## src/rtl/sfr_pkg.sv

```systemverilog
// sfr_pkg: shared types and constants of the stream find and replace block
`timescale 1ns / 1ps
package sfr_pkg;

  // field and counter widths
  localparam int BYTE_W     = 8;
  localparam int CNT_W      = 4;   // window counts, 0..8
  localparam int HCNT_W     = 3;   // held byte count, 0..7
  localparam int TOT_W      = 5;   // results of one transaction, 0..16
  localparam int LEN_W      = 4;   // length registers
  localparam int LIMIT_W    = 32;  // replacement limit and counter
  localparam int CFG_IDX_W  = 3;
  localparam int CFG_DATA_W = 64;

  // configuration register indexes
  typedef enum logic [CFG_IDX_W-1:0] {
    REG_SEARCH_PATTERN = 3'd0,
    REG_SEARCH_LENGTH  = 3'd1,
    REG_REPLACE_TEXT   = 3'd2,
    REG_REPLACE_LENGTH = 3'd3,
    REG_REPLACE_LIMIT  = 3'd4
  } cfg_reg_t;

  // register reset values
  localparam logic [CFG_DATA_W-1:0] SEARCH_PATTERN_RST = '0;
  localparam logic [LEN_W-1:0]      SEARCH_LENGTH_RST  = 4'd1;
  localparam logic [CFG_DATA_W-1:0] REPLACE_TEXT_RST   = '0;
  localparam logic [LEN_W-1:0]      REPLACE_LENGTH_RST = 4'd0;
  localparam logic [LIMIT_W-1:0]    REPLACE_LIMIT_RST  = 32'hFFFF_FFFF;

  // queue occupancy codes
  localparam logic [1:0] QUEUE_EMPTY = 2'd0;
  localparam logic [1:0] QUEUE_FULL  = 2'd2;

  // what the front hands to the back for one input transaction
  typedef struct packed {
    logic [CNT_W-1:0] n_bytes;  // window bytes emitted first
    logic             rep;      // replacement text follows them
    logic             str_end;  // transaction closes the string
  } job_ctrl_t;

endpackage

```

## src/rtl/sfr_in_if.sv

```systemverilog
// sfr_in_if: input byte channel with valid/ready handshake
`timescale 1ns / 1ps
interface sfr_in_if;
  import sfr_pkg::*;

  logic              valid;
  logic              ready;
  logic [BYTE_W-1:0] data_byte;
  logic              string_end;

  modport source (output valid, output data_byte, output string_end, input ready);
  modport sink   (input valid, input data_byte, input string_end, output ready);
endinterface

```

## src/rtl/sfr_out_if.sv

```systemverilog
// sfr_out_if: result byte channel with valid/ready handshake
`timescale 1ns / 1ps
interface sfr_out_if;
  import sfr_pkg::*;

  logic              valid;
  logic              ready;
  logic [BYTE_W-1:0] out_byte;
  logic              byte_valid;
  logic              string_last;
  logic              run_last;

  modport source (output valid, output out_byte, output byte_valid, output string_last,
                  output run_last, input ready);
  modport sink   (input valid, input out_byte, input byte_valid, input string_last,
                  input run_last, output ready);
endinterface

```

## src/rtl/stream_find_replace_top.sv

```systemverilog
// stream_find_replace_top: configuration registers and the front, queue and back
`timescale 1ns / 1ps
// Streaming find and replace. Bytes enter on in_ch; runs that could still begin a
// match of the search pattern are held back, and completed matches are swapped for
// the replacement text until replace_limit replacements were made in the string.
// Each input transaction yields from zero to sixteen output transactions; the last
// one of the string carries string_last, and a string with no output gives a bare
// end marker. The front accepts one byte per cycle while the two-entry job queue
// has room. The back emits one result per cycle while out_ch is not stalled; the
// output sequencer sets the rate. A result passes through the job queue and then
// the output register before it is offered.
// The user must write registers through cfg_we/cfg_index/cfg_wdata only while idle; the block does not enforce it.
module stream_find_replace_top #(
  parameter int PATTERN_BYTES = 8,
  parameter int REPLACE_BYTES = 8
) (
  input  logic                           clk,
  input  logic                           rst_n,
  sfr_in_if.sink                         in_ch,
  sfr_out_if.source                      out_ch,
  input  logic                           cfg_we,
  input  logic [sfr_pkg::CFG_IDX_W-1:0]  cfg_index,
  input  logic [sfr_pkg::CFG_DATA_W-1:0] cfg_wdata
);
  import sfr_pkg::*;

  localparam int JOB_W = PATTERN_BYTES*BYTE_W + $bits(job_ctrl_t);

  logic [CFG_DATA_W-1:0] search_pattern_r;
  logic [LEN_W-1:0]      search_length_r;
  logic [CFG_DATA_W-1:0] replace_text_r;
  logic [LEN_W-1:0]      replace_length_r;
  logic [LIMIT_W-1:0]    replace_limit_r;

  logic                            push, pop, q_full, q_empty;
  logic [PATTERN_BYTES*BYTE_W-1:0] job_bytes, head_bytes;
  job_ctrl_t                       job_ctrl, head_ctrl;
  logic [JOB_W-1:0]                head_data;

  // configuration registers
  always_ff @(posedge clk) begin
    if (!rst_n) begin
      search_pattern_r <= SEARCH_PATTERN_RST;
      search_length_r  <= SEARCH_LENGTH_RST;
      replace_text_r   <= REPLACE_TEXT_RST;
      replace_length_r <= REPLACE_LENGTH_RST;
      replace_limit_r  <= REPLACE_LIMIT_RST;
    end else if (cfg_we) begin
      unique case (cfg_reg_t'(cfg_index))
        REG_SEARCH_PATTERN: search_pattern_r <= cfg_wdata;
        REG_SEARCH_LENGTH:  search_length_r  <= cfg_wdata[LEN_W-1:0];
        REG_REPLACE_TEXT:   replace_text_r   <= cfg_wdata;
        REG_REPLACE_LENGTH: replace_length_r <= cfg_wdata[LEN_W-1:0];
        REG_REPLACE_LIMIT:  replace_limit_r  <= cfg_wdata[LIMIT_W-1:0];
        default: ;
      endcase
    end
  end

  // match and classify
  sfr_front #(.PATTERN_BYTES(PATTERN_BYTES)) u_front (
    .clk            (clk),
    .rst_n          (rst_n),
    .in_ch          (in_ch),
    .search_pattern (search_pattern_r),
    .search_length  (search_length_r),
    .replace_limit  (replace_limit_r),
    .queue_full     (q_full),
    .push           (push),
    .job_bytes      (job_bytes),
    .job_ctrl       (job_ctrl)
  );

  // job queue
  sfr_fifo #(.WIDTH(JOB_W)) u_fifo (
    .clk       (clk),
    .rst_n     (rst_n),
    .push      (push),
    .push_data ({job_bytes, job_ctrl}),
    .pop       (pop),
    .head_data (head_data),
    .full      (q_full),
    .empty     (q_empty)
  );

  assign head_bytes = head_data[JOB_W-1 -: PATTERN_BYTES*BYTE_W];
  assign head_ctrl  = job_ctrl_t'(head_data[$bits(job_ctrl_t)-1:0]);

  // result sequencer
  sfr_back #(
    .PATTERN_BYTES (PATTERN_BYTES),
    .REPLACE_BYTES (REPLACE_BYTES)
  ) u_back (
    .clk            (clk),
    .rst_n          (rst_n),
    .empty          (q_empty),
    .head_bytes     (head_bytes),
    .head_ctrl      (head_ctrl),
    .pop            (pop),
    .replace_text   (replace_text_r),
    .replace_length (replace_length_r),
    .out_ch         (out_ch)
  );

endmodule

```

## src/rtl/sfr_front.sv

```systemverilog
// sfr_front: matches each input byte against the pattern and issues emit jobs
`timescale 1ns / 1ps
module sfr_front #(
  parameter int PATTERN_BYTES = 8
) (
  input  logic                                   clk,
  input  logic                                   rst_n,
  sfr_in_if.sink                                 in_ch,
  input  logic [sfr_pkg::CFG_DATA_W-1:0]         search_pattern,
  input  logic [sfr_pkg::LEN_W-1:0]              search_length,
  input  logic [sfr_pkg::LIMIT_W-1:0]            replace_limit,
  input  logic                                   queue_full,
  output logic                                   push,
  output logic [PATTERN_BYTES*sfr_pkg::BYTE_W-1:0] job_bytes,
  output sfr_pkg::job_ctrl_t                     job_ctrl
);
  import sfr_pkg::*;

  logic [BYTE_W-1:0]  held_r [PATTERN_BYTES];
  logic [BYTE_W-1:0]  held_nxt [PATTERN_BYTES];
  logic [HCNT_W-1:0]  held_cnt_r, held_cnt_nxt;
  logic [LIMIT_W-1:0] done_r, done_nxt;

  logic [BYTE_W-1:0]        win [PATTERN_BYTES];
  logic [CNT_W-1:0]         cnt, slen, start, seg_len, keep;
  logic [PATTERN_BYTES-1:0] fit;
  logic                     found, limit_hit, full;

  // effective pattern length
  always_comb begin
    if (search_length == '0) begin
      slen = CNT_W'(1);
    end else if (search_length > CNT_W'(PATTERN_BYTES)) begin
      slen = CNT_W'(PATTERN_BYTES);
    end else begin
      slen = search_length;
    end
  end

  // window: held bytes followed by the new byte
  assign cnt = {1'b0, held_cnt_r} + CNT_W'(1);

  always_comb begin
    for (int i = 0; i < PATTERN_BYTES; i++) begin
      win[i] = (CNT_W'(i) < {1'b0, held_cnt_r}) ? held_r[i] : in_ch.data_byte;
    end
  end

  // every window suffix checked as a pattern prefix in parallel
  always_comb begin
    logic ok;
    for (int s = 0; s < PATTERN_BYTES; s++) begin
      ok = (CNT_W'(s) < cnt) && ((cnt - CNT_W'(s)) <= slen);
      for (int i = 0; i < PATTERN_BYTES; i++) begin
        if (i + s < PATTERN_BYTES) begin
          if ((CNT_W'(i + s) < cnt) &&
              (win[i + s] != search_pattern[i*BYTE_W +: BYTE_W])) begin
            ok = 1'b0;
          end
        end
      end
      fit[s] = ok;
    end
  end

  // leftmost suffix that can still match
  always_comb begin
    start = cnt;
    for (int s = PATTERN_BYTES - 1; s >= 0; s--) begin
      if (fit[s]) begin
        start = CNT_W'(s);
      end
    end
  end

  assign found     = |fit;
  assign seg_len   = cnt - start;
  assign limit_hit = (done_r >= replace_limit);
  assign full      = !limit_hit && found && (seg_len == slen);

  // job for the back end
  always_comb begin
    for (int i = 0; i < PATTERN_BYTES; i++) begin
      job_bytes[i*BYTE_W +: BYTE_W] = win[i];
    end
    job_ctrl.n_bytes = (limit_hit || (in_ch.string_end && !full)) ? cnt : start;
    job_ctrl.rep     = full;
    job_ctrl.str_end = in_ch.string_end;
  end

  // bytes kept back for the next transaction
  assign keep = (!limit_hit && !full && !in_ch.string_end) ? seg_len : '0;

  always_comb begin
    for (int i = 0; i < PATTERN_BYTES; i++) begin
      held_nxt[i] = win[i];
      for (int s = 0; s < PATTERN_BYTES; s++) begin
        if (i + s < PATTERN_BYTES) begin
          if (start == CNT_W'(s)) begin
            held_nxt[i] = win[i + s];
          end
        end
      end
    end
    held_cnt_nxt = keep[HCNT_W-1:0];
    if (in_ch.string_end) begin
      done_nxt = '0;
    end else begin
      done_nxt = done_r + LIMIT_W'(full);
    end
  end

  // handshake
  assign in_ch.ready = !queue_full;
  assign push        = in_ch.valid && !queue_full;

  // held bytes
  always_ff @(posedge clk) begin
    if (push) begin
      held_r <= held_nxt;
    end
  end

  // match state
  always_ff @(posedge clk) begin
    if (!rst_n) begin
      held_cnt_r <= '0;
      done_r     <= '0;
    end else if (push) begin
      held_cnt_r <= held_cnt_nxt;
      done_r     <= done_nxt;
    end
  end

endmodule

```

## src/rtl/sfr_fifo.sv

```systemverilog
// sfr_fifo: two-entry job queue between the front and the back
`timescale 1ns / 1ps
module sfr_fifo #(
  parameter int WIDTH = 8
) (
  input  logic             clk,
  input  logic             rst_n,
  input  logic             push,
  input  logic [WIDTH-1:0] push_data,
  input  logic             pop,
  output logic [WIDTH-1:0] head_data,
  output logic             full,
  output logic             empty
);
  import sfr_pkg::*;

  logic [WIDTH-1:0] mem_r [2];
  logic             wr_ptr_r, rd_ptr_r;
  logic [1:0]       count_r, count_nxt;
  logic             do_pop;

  assign full      = (count_r == QUEUE_FULL);
  assign empty     = (count_r == QUEUE_EMPTY);
  assign head_data = mem_r[rd_ptr_r];
  assign do_pop    = pop && !empty;

  // occupancy
  always_comb begin
    count_nxt = count_r;
    if (push && !do_pop) begin
      count_nxt = count_r + 2'd1;
    end else if (!push && do_pop) begin
      count_nxt = count_r - 2'd1;
    end
  end

  // storage
  always_ff @(posedge clk) begin
    if (push) begin
      mem_r[wr_ptr_r] <= push_data;
    end
  end

  // pointers
  always_ff @(posedge clk) begin
    if (!rst_n) begin
      wr_ptr_r <= 1'b0;
      rd_ptr_r <= 1'b0;
      count_r  <= QUEUE_EMPTY;
    end else begin
      if (push) begin
        wr_ptr_r <= !wr_ptr_r;
      end
      if (do_pop) begin
        rd_ptr_r <= !rd_ptr_r;
      end
      count_r <= count_nxt;
    end
  end

endmodule

```

## src/rtl/sfr_back.sv

```systemverilog
// sfr_back: walks each job and drives one result per cycle into the output register while that register is free
`timescale 1ns / 1ps
module sfr_back #(
  parameter int PATTERN_BYTES = 8,
  parameter int REPLACE_BYTES = 8
) (
  input  logic                                     clk,
  input  logic                                     rst_n,
  input  logic                                     empty,
  input  logic [PATTERN_BYTES*sfr_pkg::BYTE_W-1:0] head_bytes,
  input  sfr_pkg::job_ctrl_t                       head_ctrl,
  output logic                                     pop,
  input  logic [sfr_pkg::CFG_DATA_W-1:0]           replace_text,
  input  logic [sfr_pkg::LEN_W-1:0]                replace_length,
  sfr_out_if.source                                out_ch
);
  import sfr_pkg::*;

  logic [CNT_W-1:0]  pos_r, pos_nxt, rpos, rlen;
  logic [TOT_W-1:0]  total;
  logic              slot_free, step, is_last;
  logic [BYTE_W-1:0] win_byte, rep_byte, sel_byte;

  logic              out_valid_r, out_valid_nxt;
  logic [BYTE_W-1:0] out_byte_r, out_byte_nxt;
  logic              byte_valid_r, byte_valid_nxt;
  logic              string_last_r, string_last_nxt;
  logic              run_last_r, run_last_nxt;

  // effective replacement length
  assign rlen = (replace_length > CNT_W'(REPLACE_BYTES)) ? CNT_W'(REPLACE_BYTES)
                                                         : replace_length;

  // results this job gives
  assign total   = {1'b0, head_ctrl.n_bytes} +
                   (head_ctrl.rep ? {1'b0, rlen} : TOT_W'(0));
  assign is_last = (({1'b0, pos_r} + TOT_W'(1)) == total);
  assign rpos    = pos_r - head_ctrl.n_bytes;

  // byte at the current position
  always_comb begin
    win_byte = '0;
    for (int k = 0; k < PATTERN_BYTES; k++) begin
      if (pos_r == CNT_W'(k)) begin
        win_byte = head_bytes[k*BYTE_W +: BYTE_W];
      end
    end
    rep_byte = '0;
    for (int k = 0; k < REPLACE_BYTES; k++) begin
      if (rpos == CNT_W'(k)) begin
        rep_byte = replace_text[k*BYTE_W +: BYTE_W];
      end
    end
    sel_byte = (pos_r < head_ctrl.n_bytes) ? win_byte : rep_byte;
  end

  assign slot_free = !out_valid_r || out_ch.ready;
  assign step      = !empty && slot_free;

  // sequencing and output register load
  always_comb begin
    pop             = 1'b0;
    pos_nxt         = pos_r;
    out_valid_nxt   = slot_free ? 1'b0 : out_valid_r;
    out_byte_nxt    = out_byte_r;
    byte_valid_nxt  = byte_valid_r;
    string_last_nxt = string_last_r;
    run_last_nxt    = run_last_r;
    if (step) begin
      if (total == '0) begin
        // nothing to emit: bare end marker or silent drop
        pop = 1'b1;
        if (head_ctrl.str_end) begin
          out_valid_nxt   = 1'b1;
          out_byte_nxt    = '0;
          byte_valid_nxt  = 1'b0;
          string_last_nxt = 1'b1;
          run_last_nxt    = 1'b1;
        end
      end else begin
        out_valid_nxt   = 1'b1;
        out_byte_nxt    = sel_byte;
        byte_valid_nxt  = 1'b1;
        string_last_nxt = head_ctrl.str_end && is_last;
        run_last_nxt    = is_last;
        if (is_last) begin
          pop     = 1'b1;
          pos_nxt = '0;
        end else begin
          pos_nxt = pos_r + CNT_W'(1);
        end
      end
    end
  end

  // output payload
  always_ff @(posedge clk) begin
    out_byte_r    <= out_byte_nxt;
    byte_valid_r  <= byte_valid_nxt;
    string_last_r <= string_last_nxt;
    run_last_r    <= run_last_nxt;
  end

  // control state
  always_ff @(posedge clk) begin
    if (!rst_n) begin
      out_valid_r <= 1'b0;
      pos_r       <= '0;
    end else begin
      out_valid_r <= out_valid_nxt;
      pos_r       <= pos_nxt;
    end
  end

  assign out_ch.valid       = out_valid_r;
  assign out_ch.out_byte    = out_byte_r;
  assign out_ch.byte_valid  = byte_valid_r;
  assign out_ch.string_last = string_last_r;
  assign out_ch.run_last    = run_last_r;

endmodule

```

## src/flat_wrapper.sv

```systemverilog
// flat-port wrapper written by rule: the top's interface ports become plain ports
module stream_find_replace_top_flat import sfr_pkg::*;
#(
  parameter int PATTERN_BYTES = 8,
  parameter int REPLACE_BYTES = 8
)
  (clk, rst_n, cfg_we, cfg_index, cfg_wdata, in_ch_valid, in_ch_data_byte, in_ch_string_end, in_ch_ready, out_ch_valid, out_ch_out_byte, out_ch_byte_valid, out_ch_string_last, out_ch_run_last, out_ch_ready);
  sfr_in_if in_ch_i ();
  sfr_out_if out_ch_i ();
  input  logic clk;
  input  logic rst_n;
  input  logic cfg_we;
  input  logic [sfr_pkg::CFG_IDX_W-1:0] cfg_index;
  input  logic [sfr_pkg::CFG_DATA_W-1:0] cfg_wdata;
  input wire logic [$bits(in_ch_i.valid)-1:0] in_ch_valid;
  input wire logic [$bits(in_ch_i.data_byte)-1:0] in_ch_data_byte;
  input wire logic [$bits(in_ch_i.string_end)-1:0] in_ch_string_end;
  output wire logic [$bits(in_ch_i.ready)-1:0] in_ch_ready;
  output wire logic [$bits(out_ch_i.valid)-1:0] out_ch_valid;
  output wire logic [$bits(out_ch_i.out_byte)-1:0] out_ch_out_byte;
  output wire logic [$bits(out_ch_i.byte_valid)-1:0] out_ch_byte_valid;
  output wire logic [$bits(out_ch_i.string_last)-1:0] out_ch_string_last;
  output wire logic [$bits(out_ch_i.run_last)-1:0] out_ch_run_last;
  input wire logic [$bits(out_ch_i.ready)-1:0] out_ch_ready;
  assign in_ch_i.valid = in_ch_valid;
  assign in_ch_i.data_byte = in_ch_data_byte;
  assign in_ch_i.string_end = in_ch_string_end;
  assign in_ch_ready = in_ch_i.ready;
  assign out_ch_valid = out_ch_i.valid;
  assign out_ch_out_byte = out_ch_i.out_byte;
  assign out_ch_byte_valid = out_ch_i.byte_valid;
  assign out_ch_string_last = out_ch_i.string_last;
  assign out_ch_run_last = out_ch_i.run_last;
  assign out_ch_i.ready = out_ch_ready;
  stream_find_replace_top #(.PATTERN_BYTES(PATTERN_BYTES), .REPLACE_BYTES(REPLACE_BYTES)) u_core (.clk(clk), .rst_n(rst_n), .in_ch(in_ch_i), .out_ch(out_ch_i), .cfg_we(cfg_we), .cfg_index(cfg_index), .cfg_wdata(cfg_wdata));
endmodule
```

## config.mk

```make
export PLATFORM = sky130hd
export DESIGN_NAME = stream_find_replace_top_flat
export DESIGN_NICKNAME = d
export VERILOG_FILES = /design/src/rtl/sfr_pkg.sv /design/src/rtl/sfr_in_if.sv /design/src/rtl/sfr_out_if.sv /design/src/rtl/stream_find_replace_top.sv /design/src/rtl/sfr_front.sv /design/src/rtl/sfr_fifo.sv /design/src/rtl/sfr_back.sv /design/src/flat_wrapper.sv
export SDC_FILE = /design/constraint.sdc
export NUM_CORES = 1
export LEC_CHECK = 0
export BUFFER_PORTS_ARGS = -buffer_cell sky130_fd_sc_hd__buf_2
export CORE_MARGIN = 5
export CORE_UTILIZATION = 38
export CTS_CLUSTER_SIZE = 12
export DETAILED_ROUTE_END_ITERATION = 7
export SKIP_LAST_GASP = 1
export SYNTH_ARGS = -nofsm -noshare
export SYNTH_HDL_FRONTEND = slang
export SYNTH_SLANG_ARGS = --single-unit
export TNS_END_PERCENT = 100
```

## constraint.sdc

```tcl
create_clock -name clk -period 10.7 [get_ports clk]
set_input_delay 1.07 -clock clk [delete_from_list [all_inputs] [get_ports clk]]
set_output_delay 1.07 -clock clk [all_outputs]
set_load 0.05 [all_outputs]
```

==> impl_metrics.py, run 1 <==
metrics = {
    "clock_network": {
        "cts_buffers": 49,
        "cts_tree": "done",
        "clock_latency_ps": 620,
        "cts_resized": 0,
        "path_clk_slew_ps": 60,
        "post_cts_buffers": 0,
        "htreeDepth": 2,
        "cts_hold_buf": 0,
        "cts_sinks": 420,
        "clockBufferDepth": 3,
        "root_buffer": "clkbuf_16",
    },
    "synth": {
        "synth_edf_count": 207,
        "synthCells": 2892,
        "synth_warnings": 0,
        "ys_seq_elements": 420,
        "yosysSeqAreaShare_pct": 39.6,
        "synth_top_area_share_pct": 23.5,
        "ys_top_cells_by_count": "416 x nand2_1, 213 x dfxtp_1, 207 x edfxtp_1, 161 x inv_1, 143 x nor2_1",
        "synth_area_leaders": "edfxtp_1 23%, dfxtp_1 16%, nand2_1 5.9%",
        "postSynthNetCount": 3055,
        "synth_top_area_cell": "edfxtp_1",
        "async_reset_ff_share_pct": 0,
        "avgSynthCellArea_sq_um": 9.15,
        "synth.distinct_cells": 96,
        "ys.flop_type": "dfxtp_1",
        "syn_area_sq_mm": 0.0265,
        "post-synth-top-count-cell": "nand2_1",
    },
    "sta": {
        "relSlewSlack_pct": 14.1,
        "postLayoutSetupSlackWorst_ps": 612,
        "worst_pin_slew_ps": 1290,
        "drv_slew": 0,
        "hold_viol": 0,
        "hold_ws_ps": 465,
        "skew_ps": 33.2,
        "setup_viol": 0,
        "period_share_pct": 94.3,
        "fin_tns_setup_ps": 0,
        "fin_crit_ps": 10090,
        "rsz0062_at_grt": "false",
        "fmax_mhz": 99.1,
    },
    "placed_design": {
        "placed_cell_area_sq_mm": 0.0277,
        "port_buffers": 93,
        "dp_cells": 3759,
        "hpwl_mm": 82.1,
        "post-place-ws_ps": 991,
        "gp_congestion": 1.02,
    },
    "global_routing": {
        "grt_pass1_wl_mm": 160,
        "grt_max_degree": 105,
        "grt_pass1_vias": 22300,
        "antenna_found_initial": 5,
        "track_usage_pct": 28.9,
        "gr-total-overflow": 0,
    },
    "cells_and_area": {
        "design_area_sq_mm": 0.0292,
        "num_antenna_cells": 0,
        "utilization_pct": 42.4,
        "layout-drive-gt1-share_pct": 10.4,
        "final_cells": 3844,
        "areaGrowthSynthToFinish_pct": 10.1,
        "fillers": 6739,
        "fin_nets": 3042,
        "area.sequential_sq_mm": 0.0105,
        "multi_input_area_sq_mm": 0.0144,
    },
    "drt": {
        "wl_per_cell_um": 29.3,
        "drc": 0,
        "wl_mm": 113,
        "routed-via-count": 23400,
        "drtPass1Iterations": 8,
        "drt_iter0_drc": 2787,
        "viasPerCell": 6.08,
        "drtAntennaViolNets": 0,
    },
    "die": {
        "die_area_sq_mm": 0.0750,
        "fp.coreArea_sq_mm": 0.0688,
        "fp-row-count": 96,
        "pin_count": 94,
        "die_width_um": 274,
        "initial_core_util_pct": 38.5,
        "die_y_um": 274,
    },
    "power": {
        "intPower_mw": 3.18,
        "power_density_mw_per_mm2": 167,
        "p_clk_share_pct": 32.9,
        "total_power_mw": 4.88,
        "power_frac_comb_pct": 25.2,
        "swShare_pct": 34.7,
        "max-vdd-ir-drop_mv": 0.141,
        "p_seq_share_pct": 42.0,
        "p_sw_mw": 1.69,
        "power.leakage_nw": 10.7,
    },
    "critical_path": {
        "cp-end-kind": "flop",
        "crit_slowest_cell": "dfxtp_1",
        "cp_data_required_time_ps": 11190,
        "max_stage_delay_ps": 830,
        "worstSetupPathType": "flop to flop",
        "worst-path-buf-inv": 3,
        "cp.arrival_ps": 10580,
        "worst-path-max-fanout": 26,
        "cp-start-kind": "flop",
        "crit_path_frequent_cell": "and3_1",
        "path_delay_family": "simple AND/OR/NAND/NOR gates",
    },
    "run_status": {
        "status": "complete, no violations",
    },
    "flow_run": {
        "drv_cap": 0,
    },
    "hold_path": {
        "hp-class": "flop to flop",
    },
}
worst register-to-register path, delay by kind of cell, from the launching register on:
kind	cells	cell delay (ps)
AND/OR/NAND/NOR	14	5100
XOR/XNOR	3	590
AO/OA/AOI/OAI	9	2130
flip-flops	1	830
adder cells (fa/ha/maj)	4	910
buffers and inverters	3	430
layout by cell type, fill, tap and decap left out, types with 10 or more instances in the layout:
cell type / synthesis / routed
nand2_1: 416 / 415
dfxtp_1: 213 / 212
edfxtp_1: 207 / 207
inv_1: 161 / 160
nor2_1: 143 / 142
xnor2_1: 140 / 140
mux2i_1: 139 / 139
a21boi_0: 133 / 133
xor2_1: 110 / 110
a21oi_1: 104 / 104
o21ai_0: 93 / 93
buf_2: 38 / 92
ha_1: 79 / 79
buf_4: 11 / 65
nor2b_1: 53 / 53
o211ai_1: 52 / 52
clkbuf_16: 0 / 49
nand4_1: 42 / 42
nor3_1: 34 / 34
o22ai_1: 34 / 34
nand3_1: 33 / 33
a211oi_1: 32 / 32
o221ai_1: 29 / 29
nor4_1: 28 / 28
nand2b_1: 25 / 25
a221oi_1: 23 / 23
a31oi_1: 19 / 19
a222oi_1: 18 / 18
and2_1: 18 / 17
a21o_1: 15 / 15
a221o_1: 15 / 15
o31ai_1: 13 / 13
mux2i_2: 12 / 12
o32ai_1: 12 / 12
a22oi_1: 12 / 12
mux2_2: 12 / 12
and3_1: 14 / 12
clkbuf_1: 136 / 11
a22o_1: 10 / 10
or4_1: 10 / 10
path summary, 6_finish.rpt:
check                               start  slack [ps]                   endpoint  cells after the start
max reg2reg  u_core.u_front.held_cnt_r[1]         610  u_core.u_front.done_r[31]                     33
max          u_core.u_front.held_cnt_r[1]         610  u_core.u_front.done_r[31]                     33
min             u_core.replace_text_r[42]         470  u_core.replace_text_r[42]                      2
min reg2reg     u_core.replace_text_r[42]         470  u_core.replace_text_r[42]                      2
sequential cells by signal, indices dropped and copies added, names as in the netlist, named ones only:
signal	count
u_core.u_back.out_ch.valid	1
u_core.u_back.out_ch.out_byte	8
u_core.u_back.out_ch.string_last	1
u_core.u_front.done_r	32
u_core.u_back.pos_r	4
u_core.u_fifo.mem_r	140
u_core.u_back.out_ch.byte_valid	1
u_core.u_front.held_r	56
u_core.u_front.held_cnt_r	3
u_core.u_fifo.count_r	2
u_core.u_back.out_ch.run_last	1
u_core.replace_limit_r	32
u_core.search_pattern_r	64
u_core.search_length_r	4
u_core.replace_length_r	4
u_core.replace_text_r	64
u_core.u_fifo.rd_ptr_r	1
u_core.u_fifo.wr_ptr_r	1
kinds of logic (layout without fill, tap and decap cells):
logic type	after synthesis	after routing	share of synthesized area, %
flip-flops	420	420	39.6
multiplexers	176	176	7.50
AND/OR/NAND/NOR	866	866	15.4
adder cells (fa/ha/maj)	82	82	3.96
buffers and inverters	389	410	6.07
AO/OA/AOI/OAI	708	708	19.1
XOR/XNOR	251	251	8.33
area by class of cell:
| class | count | share of cell area [%] |
|---|---|---|
| multi-input combinational | 2083 | 49.4 |
| sequential | 420 | 36.0 |
| clock buffer | 63 | 4.49 |
| tap | 931 | 4.00 |
| timing repair buffer | 158 | 3.32 |
| inverter | 167 | 2.16 |
| clock inverter | 22 | 0.652 |
per-layer routing:
layer  GRT usage, %  wire length [um]  vias to the layer above
met1           41.1             49200                    11500
met4           10.1              4560                        2
met2           44.2             48800                     1251
li1               -                 -                    10300
met3           5.56             10100                      259
met5              0                13                        -
power groups by stage:
stage	Clock (mW)	Combinational [mW]	Sequential (mW)
final	1.60	1.23	2.05
after global routing	1.69	1.31	2.06
after CTS	1.63	1.22	2.04
after detailed placement	0	1.22	2.08
after global placement	0	1.21	2.07
after floorplan	0	0.763	2.06
Note: power is estimated with default switching activity, not from simulation.
==> run 2: changes to the inputs <==
--- a/config.mk
+++ b/config.mk
@@ -5,11 +5,13 @@
 export SDC_FILE = /design/constraint.sdc
 export NUM_CORES = 1
 export LEC_CHECK = 0
+export ABC_AREA = 1
 export BUFFER_PORTS_ARGS = -buffer_cell sky130_fd_sc_hd__buf_2
 export CORE_MARGIN = 5
 export CORE_UTILIZATION = 38
 export CTS_CLUSTER_SIZE = 12
 export DETAILED_ROUTE_END_ITERATION = 7
+export MAX_ROUTING_LAYER = met4
 export SKIP_LAST_GASP = 1
 export SYNTH_ARGS = -nofsm -noshare
 export SYNTH_HDL_FRONTEND = slang
==> run 2 against run 1 <==
Against the previous run: via count rose by 13%; largest cell class unchanged; cell count is 24% higher; flip-flop and latch count is the same; sequential share of layout area decreased by 0.063 points; clock skew about the same; setup slack gained 1300 ps; sequential power down 3%.
==> impl_metrics.py, run 2 <==
metrics = {
    "clock_network": {
        "path_clk_slew_ps": 60,
        "clock_latency_ps": 630,
        "cts_buffers": 50,
        "cts_hold_buf": 0,
        "post_cts_buffers": 0,
        "cts_tree": "done",
        "root_buffer": "clkbuf_16",
        "cts_resized": 0,
        "cts_sinks": 420,
        "htreeDepth": 2,
        "clockBufferDepth": 3,
    },
    "synth": {
        "synthCells": 3778,
        "ys_top_cells_by_count": "1,283 x nand2_1, 327 x inv_1, 325 x nor2_1, 281 x o21ai_0, 266 x a21oi_1",
        "synth_area_leaders": "edfxtp_1 23%, nand2_1 18%, dfxtp_1 16%",
        "post-synth-top-count-cell": "nand2_1",
        "synth_top_area_cell": "edfxtp_1",
        "synth_top_area_share_pct": 23.5,
        "postSynthNetCount": 3941,
        "ys_seq_elements": 420,
        "ys.flop_type": "dfxtp_1",
        "avgSynthCellArea_sq_um": 7.01,
        "synth_warnings": 0,
        "synth_edf_count": 207,
        "yosysSeqAreaShare_pct": 39.6,
        "synth.distinct_cells": 64,
        "syn_area_sq_mm": 0.0265,
        "async_reset_ff_share_pct": 0,
    },
    "power": {
        "swShare_pct": 35.9,
        "power_frac_comb_pct": 27.0,
        "p_sw_mw": 1.80,
        "power.leakage_nw": 12.7,
        "max-vdd-ir-drop_mv": 0.135,
        "power_density_mw_per_mm2": 172,
        "intPower_mw": 3.22,
        "p_seq_share_pct": 39.6,
        "p_clk_share_pct": 33.4,
    },
    "global_routing": {
        "gr-total-overflow": 0,
        "grt_pass1_wl_mm": 157,
        "grt_max_degree": 102,
        "antenna_found_initial": 3,
        "grt_pass1_vias": 23600,
        "track_usage_pct": 28.3,
    },
    "cells_and_area": {
        "largest_register_ffs": 140,
        "utilization_pct": 42.4,
        "layout-drive-gt1-share_pct": 8.10,
        "regMostFlops": "u_core.u_fifo.mem_r",
        "layout_common_cells": "1,283 x nand2_1, 326 x inv_1, 323 x nor2_1",
        "final_common_cell": "nand2_1",
        "area.sequential_sq_mm": 0.0105,
        "fin_nets": 3946,
        "areaGrowthSynthToFinish_pct": 10.2,
        "design_area_sq_mm": 0.0292,
        "top_regs": "u_core.u_fifo.mem_r: 140 flops, u_core.replace_text_r: 64 flops, u_core.search_pattern_r: 64 flops",
        "multi_input_area_sq_mm": 0.0138,
        "fillers": 7112,
        "num_antenna_cells": 0,
    },
    "critical_path": {
        "cp-start-kind": "flop",
        "cp.arrival_ps": 9280,
        "max_stage_delay_ps": 780,
        "crit_path_frequent_cell": "nand2_1",
        "crit_slowest_cell": "dfxtp_1",
        "cp-end-kind": "flop",
        "worst-path-max-fanout": 16,
        "worstSetupPathType": "flop to flop",
        "cp_data_required_time_ps": 11240,
    },
    "sta": {
        "rsz0062_at_grt": "false",
        "fmax_mhz": 114,
        "period_share_pct": 81.7,
        "relSlewSlack_pct": 28.3,
        "worst_pin_slew_ps": 1070,
        "postLayoutSetupSlackWorst_ps": 1960,
        "fin_crit_ps": 8740,
        "hold_viol": 0,
        "skew_ps": 33.0,
        "setup_viol": 0,
        "drv_slew": 0,
        "fin_tns_setup_ps": 0,
    },
    "die": {
        "die_area_sq_mm": 0.0751,
        "fp.coreArea_sq_mm": 0.0688,
        "die_width_um": 274,
        "die_y_um": 274,
        "initial_core_util_pct": 38.5,
        "pin_count": 94,
        "fp-row-count": 96,
    },
    "drt": {
        "wl_mm": 107,
        "wl_per_cell_um": 22.6,
        "viasPerCell": 5.56,
        "drtAntennaViolNets": 0,
        "drc": 0,
        "routed-via-count": 26500,
        "drt_iter0_drc": 3552,
        "drtPass1Iterations": 8,
    },
    "placed_design": {
        "hpwl_mm": 78.0,
        "gp_congestion": 1.08,
        "post-place-ws_ps": 2080,
        "port_buffers": 93,
        "placed_cell_area_sq_mm": 0.0276,
    },
    "run_status": {
        "status": "complete, no violations",
    },
    "flow_run": {
        "drv_cap": 0,
    },
    "hold_path": {
        "hp-class": "flop to flop",
    },
}
run 2: cell types whose count changed after synthesis, sizes merged, moves of 31 or more:
| cell | change |
|---|---|
| a21boi | -139 |
| a21oi | +162 |
| clkbuf | -45 |
| inv | +172 |
| mux2i | -154 |
| nand2 | +894 |
| nand3 | +118 |
| nand4 | +31 |
| nor2 | +191 |
| nor2b | -52 |
| o21ai | +233 |
| xnor2 | -124 |
| xor2 | -49 |
run 2: cells by family (layout without fill, tap and decap cells):
kind of cell	Yosys count	after routing	share of synthesized area (%)
multiplexers	2	2	0.0756
AND/OR/NAND/NOR	1914	1914	29.5
AO/OA/AOI/OAI	746	746	15.9
buffers and inverters	536	583	8.50
adder cells (fa/ha/maj)	82	82	3.96
flip-flops	420	420	39.6
XOR/XNOR	78	78	2.58
run 2: per-stage QoR:
stage                     hold WS [ps]  total power [mW]  instances
after floorplan                    425              2.85       3778
after global placement             436              3.35       4662
after detailed placement           441              3.36       4662
after CTS                          449              5.03       4756
after global routing               461              5.23       4756
final                              449              5.02       4756
run 2: final timing paths:
check                               to                          from  slack (ps)  depth (start not counted)
min          u_core.replace_text_r[28]     u_core.replace_text_r[28]         450                          2
max reg2reg  u_core.u_front.done_r[30]  u_core.u_front.held_cnt_r[0]        1960                         46
max          u_core.u_front.done_r[30]  u_core.u_front.held_cnt_r[0]        1960                         46
min reg2reg  u_core.replace_text_r[28]     u_core.replace_text_r[28]         450                          2
run 2: power groups by stage:
| stage | clock network, mW | logic, mW | registers (mW) |
|---|---|---|---|
| after floorplan | 0 | 0.763 | 2.09 |
| after global placement | 0 | 1.33 | 2.02 |
| after detailed placement | 0 | 1.34 | 2.02 |
| after CTS | 1.70 | 1.35 | 1.99 |
| after global routing | 1.76 | 1.46 | 2.00 |
| final | 1.68 | 1.35 | 1.99 |
run 2: layout make-up:
type	count	share of cell area (%)
clock buffer	69	4.91
clock inverter	25	0.651
timing repair buffer	138	2.76
tap	931	3.99
multi-input combinational	2822	47.3
inverter	351	4.53
sequential	420	35.9
run 2: worst max-delay path, delay by kind of cell (launching register included):
family	cells	cell delay (ps)
compound gates	8	1450
xor+xnor	1	180
fa+ha+maj	5	1730
buf+inv	4	980
flops	1	780
simple gates	28	3530
run 2: routing by layer:
layer,vias to the layer above,track usage [%],part of all wire [%]
met5,-,-,0
met1,12300,38.8,42
met3,258,4.21,9.3
met4,0,11.2,4.7
met2,1418,42.3,44
li1,12500,-,-
